`src/design/zp2dconv_pkg.sv`:
```
// Package for the zero-padded 2D convolution block: payload types, register
// indices, fixed field widths and the dimension clamp. Depends on nothing.
`default_nettype none

package zp2dconv_pkg;

    localparam int PIX_W      = 8;
    localparam int COEF_W     = 12;
    localparam int FRAC_W     = 12;
    localparam int PROD_W     = PIX_W + COEF_W;
    localparam int DIM_W      = 11;
    localparam int POS_W      = 10;
    localparam int KROW_W     = 60;
    localparam int KROW_NUM   = 5;
    localparam int CFG_IDX_W  = 3;
    localparam int CFG_DATA_W = 60;
    localparam int FIFO_AW    = 3;
    localparam int FIFO_DEPTH = 8;
    localparam int CNT_W      = FIFO_AW + 1;

    typedef logic [CFG_IDX_W-1:0]  t_cfg_idx;
    typedef logic [CFG_DATA_W-1:0] t_cfg_data;
    typedef logic [DIM_W-1:0]      t_dim;
    typedef logic [KROW_NUM-1:0][KROW_W-1:0] t_kernel;

    localparam t_cfg_idx REG_IMAGE_WIDTH  = 3'd0;
    localparam t_cfg_idx REG_IMAGE_HEIGHT = 3'd1;
    localparam t_cfg_idx REG_KROW_ZERO    = 3'd2;
    localparam t_cfg_idx REG_KROW_ONE     = 3'd3;
    localparam t_cfg_idx REG_KROW_TWO     = 3'd4;
    localparam t_cfg_idx REG_KROW_THREE   = 3'd5;
    localparam t_cfg_idx REG_KROW_FOUR    = 3'd6;

    typedef struct packed {
        logic [PIX_W-1:0] pixel_in;
    } t_pix_in;

    typedef struct packed {
        logic [PIX_W-1:0] pixel_out;
        logic [POS_W-1:0] out_row;
        logic [POS_W-1:0] out_col;
        logic             frame_last;
    } t_pix_out;

    // Position and flags that travel alongside a pixel through the datapath.
    typedef struct packed {
        logic             emit;
        logic [POS_W-1:0] out_row;
        logic [POS_W-1:0] out_col;
        logic             frame_last;
    } t_meta;

    // Zero is raised to one, anything above the maximum is cut to the maximum.
    function automatic t_dim clamp_dim(input t_dim v, input t_dim maxv);
        t_dim res;
        if (v == '0) begin
            res = t_dim'(1);
        end else if (v > maxv) begin
            res = maxv;
        end else begin
            res = v;
        end
        return res;
    endfunction

endpackage

`default_nettype wire

```
`src/design/zp2dconv_mac.sv`:
```
// Window register and pipelined multiply-add: window, products, row sums,
// then total with shift and saturation. Uses zp2dconv_pkg.
`default_nettype none

module zp2dconv_mac #(
    parameter int KSIZE = 3
) (
    input  logic                                 i_clk,
    input  logic                                 i_rst_n,
    input  logic                                 i_shift,
    input  logic                                 i_first,
    input  logic                                 i_col_in,
    input  logic [KSIZE-1:0]                     i_row_ok,
    input  logic [KSIZE*zp2dconv_pkg::PIX_W-1:0] i_column,
    input  zp2dconv_pkg::t_meta                  i_meta,
    input  zp2dconv_pkg::t_kernel                i_kernel,
    output logic                                 o_valid,
    output zp2dconv_pkg::t_pix_out               o_data
);
    import zp2dconv_pkg::*;

    localparam int RS_W  = PROD_W + $clog2(KSIZE);
    localparam int SUM_W = PROD_W + $clog2(KSIZE * KSIZE);

    logic [PIX_W-1:0]  r_win  [KSIZE][KSIZE];
    logic [PROD_W-1:0] r_prod [KSIZE][KSIZE];
    logic [RS_W-1:0]   r_rsum [KSIZE];
    logic [RS_W-1:0]   w_rsum [KSIZE];
    logic [SUM_W-1:0]  w_total;
    logic [PIX_W-1:0]  w_pix;
    t_meta             r_s2_meta;
    t_meta             r_s3_meta;
    t_meta             r_s4_meta;
    logic              r_valid;
    t_pix_out          r_data;

    // Window shift; the first column of a grid row clears the older columns
    // so that positions left of the image read as zero.
    always_ff @(posedge i_clk) begin
        if (i_shift) begin
            for (int i = 0; i < KSIZE; i++) begin
                for (int j = 0; j < KSIZE - 1; j++) begin
                    r_win[i][j] <= i_first ? '0 : r_win[i][j+1];
                end
                r_win[i][KSIZE-1] <= (i_col_in && i_row_ok[i]) ?
                                     i_column[PIX_W*i +: PIX_W] : '0;
            end
        end
    end

    always_ff @(posedge i_clk) begin
        for (int i = 0; i < KSIZE; i++) begin
            for (int j = 0; j < KSIZE; j++) begin
                r_prod[i][j] <= PROD_W'(r_win[i][j]) *
                                PROD_W'(i_kernel[i][COEF_W*j +: COEF_W]);
            end
        end
    end

    always_comb begin
        for (int i = 0; i < KSIZE; i++) begin
            w_rsum[i] = '0;
            for (int j = 0; j < KSIZE; j++) begin
                w_rsum[i] = w_rsum[i] + RS_W'(r_prod[i][j]);
            end
        end
    end

    always_ff @(posedge i_clk) begin
        for (int i = 0; i < KSIZE; i++) begin
            r_rsum[i] <= w_rsum[i];
        end
    end

    always_comb begin
        w_total = '0;
        for (int i = 0; i < KSIZE; i++) begin
            w_total = w_total + SUM_W'(r_rsum[i]);
        end
        if (w_total[SUM_W-1:FRAC_W+PIX_W] != '0) begin
            w_pix = '1;
        end else begin
            w_pix = w_total[FRAC_W +: PIX_W];
        end
    end

    always_ff @(posedge i_clk) begin
        if (!i_rst_n) begin
            r_s2_meta.emit <= 1'b0;
            r_s3_meta.emit <= 1'b0;
            r_s4_meta.emit <= 1'b0;
            r_valid        <= 1'b0;
        end else begin
            r_s2_meta <= i_meta;
            r_s3_meta <= r_s2_meta;
            r_s4_meta <= r_s3_meta;
            r_valid   <= r_s4_meta.emit;
        end
    end

    always_ff @(posedge i_clk) begin
        r_data <= '{pixel_out:  w_pix,
                    out_row:    r_s4_meta.out_row,
                    out_col:    r_s4_meta.out_col,
                    frame_last: r_s4_meta.frame_last};
    end

    assign o_valid = r_valid;
    assign o_data  = r_data;

endmodule

`default_nettype wire

```
`config.mk`:
```
export PLATFORM = sky130hd
export DESIGN_NAME = zp2dconv_mac
export DESIGN_NICKNAME = d
export VERILOG_FILES = /design/src/design/zp2dconv_pkg.sv /design/src/design/zp2dconv_mac.sv
export SDC_FILE = /design/constraint.sdc
export NUM_CORES = 2
export LEC_CHECK = 0
export ABC_CLOCK_PERIOD_IN_PS = 5600
export BUFFER_PORTS_ARGS = -buffer_cell sky130_fd_sc_hd__buf_2
export CORE_UTILIZATION = 60
export DETAILED_ROUTE_END_ITERATION = 10
export PLACE_DENSITY = 0.8
export SLEW_MARGIN = 20
export SYNTH_ARGS = -nofsm -noshare
export SYNTH_HDL_FRONTEND = slang
export SYNTH_SLANG_ARGS = --single-unit
```
`constraint.sdc`:
```
create_clock -name i_clk -period 5.6 [get_ports i_clk]
set_input_delay 0 -clock i_clk [delete_from_list [all_inputs] [get_ports i_clk]]
set_output_delay 0 -clock i_clk [all_outputs]
set_load 0.005 [all_outputs]
```
==> flow_metrics.py <==
metrics = {
    "run_status": {
        "status": "complete, no violations",
    },
    "pwr": {
        "power_density_nw_per_um2": 530,
        "ir_drop_mv": 0.528,
        "pwr-share-comb_pct": 68.0,
        "p_leak_nw": 22.9,
        "p_seq_share_pct": 20.2,
        "power_w": 0.0248,
        "switching_power_w": 0.0113,
        "p_int_w": 0.0134,
        "switching_share_pct": 45.8,
        "clock_power_share_pct": 11.7,
    },
    "critical_path": {
        "path_class": "reg -> reg",
        "start_kind": "register",
        "cp_data_required_time_ns": 6.10,
        "cp.arrival_ns": 5.49,
        "cp_max_fo": 12,
        "rrSetupSlack_ns": 0.61,
        "crit_path_end_kind": "register",
    },
    "global_route": {
        "grt_overflow_total": 0,
        "grt_pass1_vias": 31100,
        "grt_start_max_net_pins": 68,
        "antenna_found_initial": 1,
        "track_usage_pct": 26.0,
        "grt_pass1_wl_mm": 151,
    },
    "synth": {
        "yosys-top-cells-area": "fa_1, dfxtp_1, ha_1",
        "synth.largest_area_cell": "fa_1",
        "ys_seq_area_share_pct": 22.7,
        "async_reset_ff_share_pct": 0,
        "syn_inst": 4224,
        "yosysUniqueCellTypes": 62,
        "avgSynthCellArea_sq_um": 10.1,
        "syn_nets": 5640,
        "netlist_area_sq_um": 42500,
        "synth_top_area_share_pct": 29.4,
        "ys_warn_count": 0,
        "ys_ff_latch": 414,
        "synth_edf_count": 135,
        "ys.flop_type": "dfxtp_1",
    },
    "placed_design": {
        "gp_congestion": 0.873,
        "port_buffers": 191,
        "post-dp-hpwl_mm": 69.5,
    },
    "cts": {
        "cts_buffers": 45,
        "clkLatencyLatePin_ns": 0.59,
        "cts_root_buffer": "clkbuf_16",
        "clock-sinks": 414,
        "cts_htree_levels": 2,
        "ctsHoldBuffers": 89,
        "cts_setup_buffers": 0,
        "clockBufferDepth": 3,
        "ctsResizeCount": 0,
        "cts_tree": "yes",
        "path_clk_slew_ns": 0.07,
    },
    "timing": {
        "fin_tns_setup_ns": 0,
        "skew_ns": 0.0225,
        "rsz0062_at_grt": "no",
        "period_needed_ns": 4.99,
        "hold_viol": 0,
        "fmax_mhz": 200,
        "finalMaxSlewViolations": 0,
        "relSlewSlack_pct": 46.7,
        "fin_crit_sh_pct": 89.1,
        "setup_viol": 0,
        "worst_pin_slew_ns": 0.799,
    },
    "final_layout": {
        "drive_gt1_share_pct": 6.77,
        "postLayoutCoreUtil_pct": 66.7,
        "area_growth_pct": 9.85,
        "final_nets": 5885,
    },
    "routing": {
        "vias": 29200,
        "drt_pre_antenna_iters": 6,
        "via_per_inst": 5.37,
        "wl_per_cell_um": 16.3,
        "drc": 0,
        "drtAntennaViolNets": 0,
        "drt_iter0_drc": 1592,
        "wl_mm": 88.7,
    },
    "floorplan": {
        "fp.dieW_um": 268,
        "placementRows": 97,
        "die_y_um": 268,
        "coreArea_sq_um": 70000,
        "pin_count": 384,
        "dieArea_sq_um": 71900,
        "initial_core_util_pct": 60.7,
    },
    "flow_run": {
        "max_cap_violations": 0,
    },
    "min_path": {
        "min_path_type": "in -> reg",
    },
}
## flip-flops by register name (all words and copies together) (netlist names)
register and flops:
o_valid 1, r_prod 180, r_s2_meta 22, r_win 72, r_s4_meta 22, r_rsum 66, o_data 29, r_s3_meta 22
## cells in the mapped netlist (7+ instances only)
library cell and instances:
nor2_1 119, fa_1 624, xnor2_1 141, nand2_1 237, xor2_1 40, nand4_1 9, nor2b_1 68, o2111ai_1 16
dfxtp_1 279, nand2b_1 15, o21bai_1 15, edfxtp_1 135, a31oi_1 15, o211ai_1 9, and2_1 708, ha_1 438
o31a_1 12, nand3_1 53, a211oi_1 20, a21o_1 35, or2_2 9, inv_1 714, or3_1 19, nor3_1 49
and3_1 44, a21oi_1 113, o21a_1 41, o21ba_2 8, o41ai_2 7, o21ai_0 77, clkbuf_1 83
## critical path, stage by stage (launching register included)
cell and delay, ns:
edfxtp_1 0.59, and2_1 0.27, fa_1 0.40, fa_1 0.49, inv_1 0.05, fa_1 0.49
fa_1 0.50, inv_1 0.05, ha_1 0.31, o21ai_0 0.09, nor2_1 0.09, o41ai_1 0.46
o21ai_1 0.22, o41ai_2 0.38, o2111ai_1 0.19, a21oi_1 0.20, xnor2_1 0.13
## worst paths after layout
kind	start	depth (start not counted)	end
max	r_win[2][19]$_SDFFCE_PP0P_	16	r_prod[2][58]$_DFF_P_
min	i_meta[13]	2	r_s2_meta[13]$_DFFE_PP_
min reg2reg	r_s4_meta[20]$_DFFE_PP_	0	o_data[20]$_DFF_P_
max reg2reg	r_win[2][19]$_SDFFCE_PP0P_	16	r_prod[2][58]$_DFF_P_
## area by class of cell
| cell class | instances | area [sq um] |
|---|---|---|
| Timing Repair Buffer | 283 | 1870 |
| Fill cell | 5371 | 23300 |
| Clock buffer | 59 | 1230 |
| Multi-Input combinational cell | 3011 | 29900 |
| Tap cell | 940 | 1180 |
| Antenna cell | 1 | 2.50 |
| Inverter | 714 | 2680 |
| Clock inverter | 25 | 228 |
| Sequential cell | 414 | 9640 |
## power groups by stage
stage	Clock [W]	Sequential (W)	Combinational (W)
floorplan	0	0.00471	0.0130
global placement	0	0.00506	0.0161
detailed placement	0	0.00506	0.0164
CTS	0.00296	0.00502	0.0168
global route	0.00307	0.00510	0.0190
finish	0.00291	0.00501	0.0168
## metrics by stage
step / cell area [sq um] / cells / hold slack (ns) / setup WS (ns)
after floorplan: 42500 / 4224 / 0.0989 / 1.09
after detailed placement: 44300 / 5273 / 0.178 / 0.680
after global placement: 44300 / 5273 / 0.176 / 0.757
final: 46700 / 5447 / 0.124 / 0.609
after CTS: 46700 / 5446 / 0.0976 / 0.657
after global routing: 46700 / 5447 / 0.112 / 0.237
## cell usage in the layout (no fill, tap or decap), types with 40 or more instances in the layout
cell	Yosys	layout
a21oi_1	113	113
and2_1	708	708
and3_1	44	44
buf_2	2	190
clkbuf_16	0	46
dfxtp_1	279	279
dlygate4sd3_1	0	89
edfxtp_1	135	135
fa_1	624	624
ha_1	438	438
inv_1	714	714
nand2_1	237	237
nand3_1	53	53
nor2_1	119	119
nor2b_1	68	68
nor3_1	49	49
o21a_1	41	41
o21ai_0	77	77
xnor2_1	141	141
xor2_1	40	40
## kinds of logic (layout without fill, tap and decap cells)
kind of cell             count (synthesis)  after routing  share of synthesized area, %
AND/OR/NAND/NOR                       1346           1346                          17.5
adder cells (fa/ha/maj)               1062           1062                          42.3
other                                    0              1                             0
XOR/XNOR                               181            181                          3.73
buffers and inverters                  799           1081                          7.06
AO/OA/AOI/OAI                          421            421                          6.72
flip-flops                             414            414                          22.7
multiplexers                             1              1                        0.0235
## metal layers
metal  up-vias  wire, um  global-route usage, %
met3       129      4150                   3.21
met1     14600     38100                   34.1
met5         -         0                      0
met4         0      1770                   6.84
met2       654     44700                   45.5
li1      13800         -                      -
Power figures use the tool's default switching activity.
