**src/design/zp2dconv_pkg.sv**
```systemverilog
// Package for the zero-padded 2D convolution block: payload types, register
// indices, fixed field widths and the dimension clamp. Depends on nothing.
`default_nettype none

package zp2dconv_pkg;

    localparam int PIX_W      = 8;
    localparam int COEF_W     = 12;
    localparam int FRAC_W     = 12;
    localparam int PROD_W     = PIX_W + COEF_W;
    localparam int DIM_W      = 11;
    localparam int POS_W      = 10;
    localparam int KROW_W     = 60;
    localparam int KROW_NUM   = 5;
    localparam int CFG_IDX_W  = 3;
    localparam int CFG_DATA_W = 60;
    localparam int FIFO_AW    = 3;
    localparam int FIFO_DEPTH = 8;
    localparam int CNT_W      = FIFO_AW + 1;

    typedef logic [CFG_IDX_W-1:0]  t_cfg_idx;
    typedef logic [CFG_DATA_W-1:0] t_cfg_data;
    typedef logic [DIM_W-1:0]      t_dim;
    typedef logic [KROW_NUM-1:0][KROW_W-1:0] t_kernel;

    localparam t_cfg_idx REG_IMAGE_WIDTH  = 3'd0;
    localparam t_cfg_idx REG_IMAGE_HEIGHT = 3'd1;
    localparam t_cfg_idx REG_KROW_ZERO    = 3'd2;
    localparam t_cfg_idx REG_KROW_ONE     = 3'd3;
    localparam t_cfg_idx REG_KROW_TWO     = 3'd4;
    localparam t_cfg_idx REG_KROW_THREE   = 3'd5;
    localparam t_cfg_idx REG_KROW_FOUR    = 3'd6;

    typedef struct packed {
        logic [PIX_W-1:0] pixel_in;
    } t_pix_in;

    typedef struct packed {
        logic [PIX_W-1:0] pixel_out;
        logic [POS_W-1:0] out_row;
        logic [POS_W-1:0] out_col;
        logic             frame_last;
    } t_pix_out;

    // Position and flags that travel alongside a pixel through the datapath.
    typedef struct packed {
        logic             emit;
        logic [POS_W-1:0] out_row;
        logic [POS_W-1:0] out_col;
        logic             frame_last;
    } t_meta;

    // Zero is raised to one, anything above the maximum is cut to the maximum.
    function automatic t_dim clamp_dim(input t_dim v, input t_dim maxv);
        t_dim res;
        if (v == '0) begin
            res = t_dim'(1);
        end else if (v > maxv) begin
            res = maxv;
        end else begin
            res = v;
        end
        return res;
    endfunction

endpackage

`default_nettype wire

```
**src/design/zp2dconv_fifo.sv**
```systemverilog
// Small result queue that decouples the datapath from output back-pressure.
// Uses zp2dconv_pkg.
`default_nettype none

module zp2dconv_fifo (
    input  logic                             i_clk,
    input  logic                             i_rst_n,
    input  logic                             i_push,
    input  zp2dconv_pkg::t_pix_out           i_data,
    input  logic                             i_pop,
    output logic                             o_valid,
    output zp2dconv_pkg::t_pix_out           o_data,
    output logic [zp2dconv_pkg::CNT_W-1:0]   o_count
);
    import zp2dconv_pkg::*;

    t_pix_out           r_mem [FIFO_DEPTH];
    logic [FIFO_AW-1:0] r_wr_ptr;
    logic [FIFO_AW-1:0] r_rd_ptr;
    logic [CNT_W-1:0]   r_count;
    logic               w_pop;

    assign w_pop   = i_pop && (r_count != '0);
    assign o_valid = (r_count != '0);
    assign o_data  = r_mem[r_rd_ptr];
    assign o_count = r_count;

    always_ff @(posedge i_clk) begin
        if (!i_rst_n) begin
            r_wr_ptr <= '0;
            r_rd_ptr <= '0;
            r_count  <= '0;
        end else begin
            if (i_push) begin
                r_wr_ptr <= r_wr_ptr + FIFO_AW'(1);
            end
            if (w_pop) begin
                r_rd_ptr <= r_rd_ptr + FIFO_AW'(1);
            end
            r_count <= r_count + CNT_W'(i_push) - CNT_W'(w_pop);
        end
    end

    always_ff @(posedge i_clk) begin
        if (i_push) begin
            r_mem[r_wr_ptr] <= i_data;
        end
    end

endmodule

`default_nettype wire

```
**config.mk**
```make
export PLATFORM = sky130hd
export DESIGN_NAME = zp2dconv_fifo
export DESIGN_NICKNAME = d
export VERILOG_FILES = /design/src/design/zp2dconv_pkg.sv /design/src/design/zp2dconv_fifo.sv
export SDC_FILE = /design/constraint.sdc
export NUM_CORES = 1
export LEC_CHECK = 0
export BUFFER_PORTS_ARGS = -buffer_cell sky130_fd_sc_hd__clkbuf_2
export CORE_MARGIN = 2
export CORE_UTILIZATION = 30
export DETAILED_ROUTE_END_ITERATION = 12
export GPL_TIMING_DRIVEN = 0
export SLEW_MARGIN = 20
export SYNTH_ARGS = -nofsm -noshare
export SYNTH_HDL_FRONTEND = slang
export SYNTH_SLANG_ARGS = --single-unit
```
**constraint.sdc**
```tcl
create_clock -name i_clk -period 6.59 [get_ports i_clk]
set_clock_uncertainty 0.1 [all_clocks]
set_input_delay 1.318 -clock i_clk [delete_from_list [all_inputs] [get_ports i_clk]]
set_output_delay 1.318 -clock i_clk [all_outputs]
set_load 0.02 [all_outputs]
```
==> results of run 1 <==
power by group:
part	switching [uW]	leakage, uW	internal (uW)	total [uW]
Sequential	23.4	0.00221	1760	1780
Clock	559	0.000362	736	1300
Combinational	362	0.00114	317	678
how the worst max path moves through the flow:
stage               startpoint                      to  slack, ns
floorplan               i_push   r_mem[0][0]$_DFFE_PP_       2.62
global placement        i_push  r_mem[0][25]$_DFFE_PP_       0.31
detailed placement    register              o_data[11]       3.02
CTS                   register              o_data[11]       2.48
global route          register              o_data[16]       2.41
finish                register               o_data[9]       2.52
through the flow:
stage                     total power [uW]  instance area (um2)
after floorplan                       2291                 9480
after global placement                2485                10310
after detailed placement              2515                10560
after CTS                             3808                11310
after global routing                  3910                11310
final                                 3757                11310
worst max-delay path, cell delays in order (launching register included):
cell and delay (ns):
dfxtp_1 0.38, clkbuf_1 0.51, buf_2 0.43, mux4_2 0.36, mux2_2 0.30, clkbuf_2 0.16
metal layers:
metal | track usage [%] | vias up | share of wire [%]
met5 | 0 | - | 0
met4 | 2.764 | 0 | 1.5
met3 | 2.306 | 23 | 4.9
met2 | 20.64 | 100 | 52
met1 | 14.44 | 2300 | 42
li1 | - | 1928 | -
cell usage in the layout (no fill, tap or decap), drive strengths merged, types with 7 or more instances in the layout:
cell type	instances
edfxtp	232
clkbuf	103
mux4	58
mux2	29
buf	23
dfxtp	13
nand2	9
mux2i	9
clkinv	9
nor2	7
state kept, by name (all words and copies together) (netlist names), named ones only:
| register | cells |
|---|---|
| r_rd_ptr | 3 |
| r_mem | 232 |
| r_wr_ptr | 3 |
| o_count | 4 |
kinds of logic (layout without fill, tap and decap cells):
kind of cell,after synthesis,after routing,synth area share (%)
buffers and inverters,21,145,1.531
xor gates and xnor gates,3,3,0.2772
other,0,1,0
and+or+nand+nor,33,33,1.742
adders and majority gates,7,7,1.003
AOI/OAI and AO/OA,2,2,0.1320
DFF,245,245,76.23
muxes,96,96,19.08
cell type report:
| type | instances | area (um2) | area share [%] |
|---|---|---|---|
| sequential | 245 | 7227 | 63.88 |
| multi-input combinational | 141 | 2163 | 19.12 |
| antenna | 1 | 2.502 | 0.02212 |
| inverter | 4 | 15.01 | 0.1327 |
| timing repair buffer | 80 | 521.8 | 4.612 |
| clock buffer | 29 | 640.6 | 5.662 |
| tap | 402 | 503.0 | 4.446 |
| buffer | 17 | 130.1 | 1.150 |
| clock inverter | 15 | 110.1 | 0.9732 |
==> impl_metrics.tcl, run 1 <==
set metrics [dict create \
    synth-async-reset-ratio_pct 0 \
    fin_crit_ns 4.071 \
    dp_cells 889 \
    worstRegToRegCells 10 \
    tns_ns 0 \
    grt_pass1_vias 4659 \
    cap_violations 0 \
    drt-wirelength-per-cell_um 20.29 \
    yosys.cell_types.count 28 \
    htreeDepth 1 \
    yosysTopAreaCell "edfxtp_1" \
    final_cell_count_no_fill 934 \
    cts_tree "done" \
    finalMaxSlewViolations 0 \
    nFillCells 2840 \
    drive_gt1_share_pct 39.17 \
    clkSlewWorstSetupHoldPaths_ns 0.06 \
    p_leak_uw 0.003712 \
    ys_warn_count 0 \
    cp_max_fo 10 \
    status "finished clean" \
    die_area_um2 33040 \
    insertion_delay_ns 0.51 \
    synth-seq-cells 245 \
    cts_num_sinks 245 \
    hold_buffers 0 \
    syn2layout_area_growth_pct 19.34 \
    cts-buffers-inserted 25 \
    ant_nets 0 \
    start_kind "register" \
    worstSetupPathType "register to output pin" \
    syn_area_um2 9480 \
    fp.dieW_um 181.8 \
    ys.flop_type "edfxtp_1" \
    whs_ns 0.4020 \
    io_buffers 66 \
    reg2reg_from "o_count[2]$_SDFF_PN0_" \
    drtPass1Iterations 4 \
    fin_crit_sh_pct 61.77 \
    hold_violations 0 \
    synth_fp_nets 447 \
    rows 65 \
    clockBufferDepth 3 \
    ioPinCount 67 \
    p_per_area_nw_per_um2 332.1 \
    cts_repair_resize_count 0 \
    r2r-end "o_count[2]$_SDFF_PN0_" \
    relSlewSlack_pct 44.42 \
    grt_pass1_wl_um 28340 \
    nets 554 \
    finalWeightedCongestion 0.6761 \
    hold_depth 2 \
    setup_viol 0 \
    final_util_pct 36.13 \
    final.setup.worst_slack_ns 2.519 \
    pre_cts_ws_ns 3.023 \
    synth_cells 407 \
    die_h_um 181.8 \
    synth_area_leaders "edfxtp_1, mux4_2, mux4_1" \
    critPathCaptureType "output pin" \
    grt-ovfl-total 0 \
    grt_max_degree 21 \
    worst_pin_slew_ns 0.8337 \
    antenna_found_initial 1 \
    yosysMostFrequentCell "edfxtp_1" \
    seq_area_frac_synth_pct 76.23 \
    start_util_pct 30.28 \
    worstPathRequired_ns 5.17 \
    r2r_slack_ns 4.26 \
    rsz0062_at_grt "no" \
    synth_top_cells_by_count "edfxtp_1, mux4_2, mux2_2" \
    vias 4351 \
    min_path_type "register to register" \
    post_cts_buffers 0 \
    arrival_ns 2.65 \
    routed_wl_um 18950 \
    drtIter0Drc 296 \
    grt_usage_pct 11.56 \
    min_to "r_rd_ptr[2]$_SDFFE_PN0P_" \
    synth_edf_count 232 \
    worstHoldStart "r_rd_ptr[2]$_SDFFE_PN0P_" \
    synthDominantCellAreaShare_pct 73.49 \
    cts-root-buf "clkbuf_16" \
    peakVddDrop_mv 0.2322 \
    via_per_inst 4.658 \
    drc_errors 0 \
    clock.fmax_ghz 0.2457 \
    dp_hpwl_um 12420 \
    core_area_um2 31310 \
    syn_avg_cell_area_um2 23.29 \
]
Power figures use the tool's default switching activity.
==> run 2, diff against run 1 <==
==> constraint.sdc (replaced) <==
create_clock -name i_clk -period 3.5 [get_ports i_clk]
set_clock_uncertainty 0.1 [all_clocks]
set_input_delay 0.7 -clock i_clk [delete_from_list [all_inputs] [get_ports i_clk]]
set_output_delay 0.7 -clock i_clk [all_outputs]
set_load 0.02 [all_outputs]
==> impl_metrics.tcl, run 2 (synthesis gave the netlist of run 1 again) <==
set metrics [dict create \
    status "finished clean" \
    top_register "r_mem" \
    final.setup.worst_slack_ns 0.2686 \
    cp_max_fo 10 \
    htreeDepth 1 \
    dp_cells 889 \
    grt-ovfl-total 0 \
    ff_latch_area_um2 7227 \
    insertion_delay_ns 0.51 \
    drt-wirelength-per-cell_um 20.29 \
    hold_depth 1 \
    reg2reg_from "o_count[2]$_SDFF_PN0_" \
    die_area_um2 33040 \
    drtIter0Drc 296 \
    grt_pass1_vias 4659 \
    final_cell_mix "edfxtp_1, clkbuf_2, mux4_2" \
    grt_pass1_wl_um 28340 \
    cts_tree "done" \
    fp.dieW_um 181.8 \
    grt_max_degree 21 \
    setup_viol 0 \
    drive_gt1_share_pct 39.36 \
    peakVddDrop_mv 0.4371 \
    p_per_area_nw_per_um2 625.1 \
    min_to "r_mem[4][28]$_DFFE_PP_" \
    rsz0062_at_grt "no" \
    cts-buffers-inserted 25 \
    vias 4349 \
    cap_violations 0 \
    dp_hpwl_um 12420 \
    nets 554 \
    worstRegToRegCells 10 \
    min_path_type "input pin to register" \
    start_kind "register" \
    r2r_slack_ns 1.17 \
    ant_nets 0 \
    cts_num_sinks 245 \
    arrival_ns 2.43 \
    p_leak_uw 0.003716 \
    hold_violations 0 \
    routed_wl_um 18950 \
    start_util_pct 30.28 \
    finalWeightedCongestion 0.6761 \
    clkSlewWorstSetupHoldPaths_ns 0.06 \
    final_cell_count_no_fill 934 \
    drtPass1Iterations 4 \
    cts-root-buf "clkbuf_16" \
    worstPathRequired_ns 2.70 \
    clockBufferDepth 3 \
    relSlewSlack_pct 44.37 \
    finalMaxSlewViolations 0 \
    hold_buffers 0 \
    pre_cts_ws_ns 0.5512 \
    fin_crit_ns 3.231 \
    grt_usage_pct 11.56 \
    core_area_um2 31310 \
    antenna_found_initial 1 \
    worst_pin_slew_ns 0.8345 \
    nFillCells 2839 \
    critPathCaptureType "output pin" \
    clock.fmax_ghz 0.3095 \
    io_buffers 66 \
    worstHoldStart "i_data[28]" \
    die_h_um 181.8 \
    fin_crit_sh_pct 92.33 \
    multi_input_area_um2 2163 \
    largest_register_ffs 232 \
    syn2layout_area_growth_pct 19.35 \
    r2r-end "o_count[2]$_SDFF_PN0_" \
    post_cts_buffers 0 \
    via_per_inst 4.656 \
    rows 65 \
    final_common_cell "edfxtp_1" \
    ioPinCount 67 \
    worstSetupPathType "register to output pin" \
    drc_errors 0 \
]
==> run 2: how the worst max path moves through the flow <==
stage | from | to | slack, ns
floorplan | i_push | r_mem[0][0]$_DFFE_PP_ | 0.15
global placement | i_push | r_mem[0][25]$_DFFE_PP_ | -2.16
detailed placement | register | o_data[11] | 0.55
CTS | register | o_data[11] | 0.01
global route | register | o_data[26] | 0.17
finish | register | o_data[11] | 0.27
==> run 2: through the flow <==
stage	setup TNS [ns]	hold slack (ns)	power [uW]	utilization, %	area [um2]
2_1_floorplan	0	0.3555	4313	-	9480
3_3_place_gp	-231.09	0.3691	4679	32.94	10310
3_5_place_dp	0	0.3952	4736	33.73	10560
4_1_cts	0	0.3349	7170	36.12	11310
5_1_grt	0	0.3568	7362	36.13	11310
6_report	0	0.3574	7073	36.14	11310
==> run 2: area by class of cell <==
class	count	area share [%]
multi-input combinational	141	19.12
antenna	1	0.02212
sequential	245	63.87
buffer	17	1.161
tap	402	4.445
timing repair buffer	80	4.611
clock inverter	15	0.9731
clock buffer	29	5.662
inverter	4	0.1327
==> run 2: report_power, final <==
| group | switching [uW] | internal, uW | total (uW) |
|---|---|---|---|
| Combinational | 681 | 596 | 1280 |
| Clock | 1050 | 1390 | 2440 |
| Sequential | 44.1 | 3310 | 3360 |
| Total | 1780 | 5300 | 7070 |
==> run 2: timing repair <==
| item | CTS | global route |
|---|---|---|
| resized for setup | 0 | 2 |
| hold endpoints to repair | 0 | 0 |
| setup endpoints to repair | 0 | 13 |
==> run 2: layer usage <==
layer / global-route usage (%) / vias up / routed length (um)
li1: - / 1928 / -
met1: 14.44 / 2298 / 7908
met2: 20.64 / 100 / 9838
met3: 2.306 / 23 / 922
met4: 2.764 / 0 / 278
met5: 0 / - / 0
==> run 2: critical path, stage by stage, from the launching register on <==
cell	delay, ns
dfxtp_1	0.38
clkbuf_1	0.65
mux4_2	0.42
mux2_2	0.31
clkbuf_2	0.16
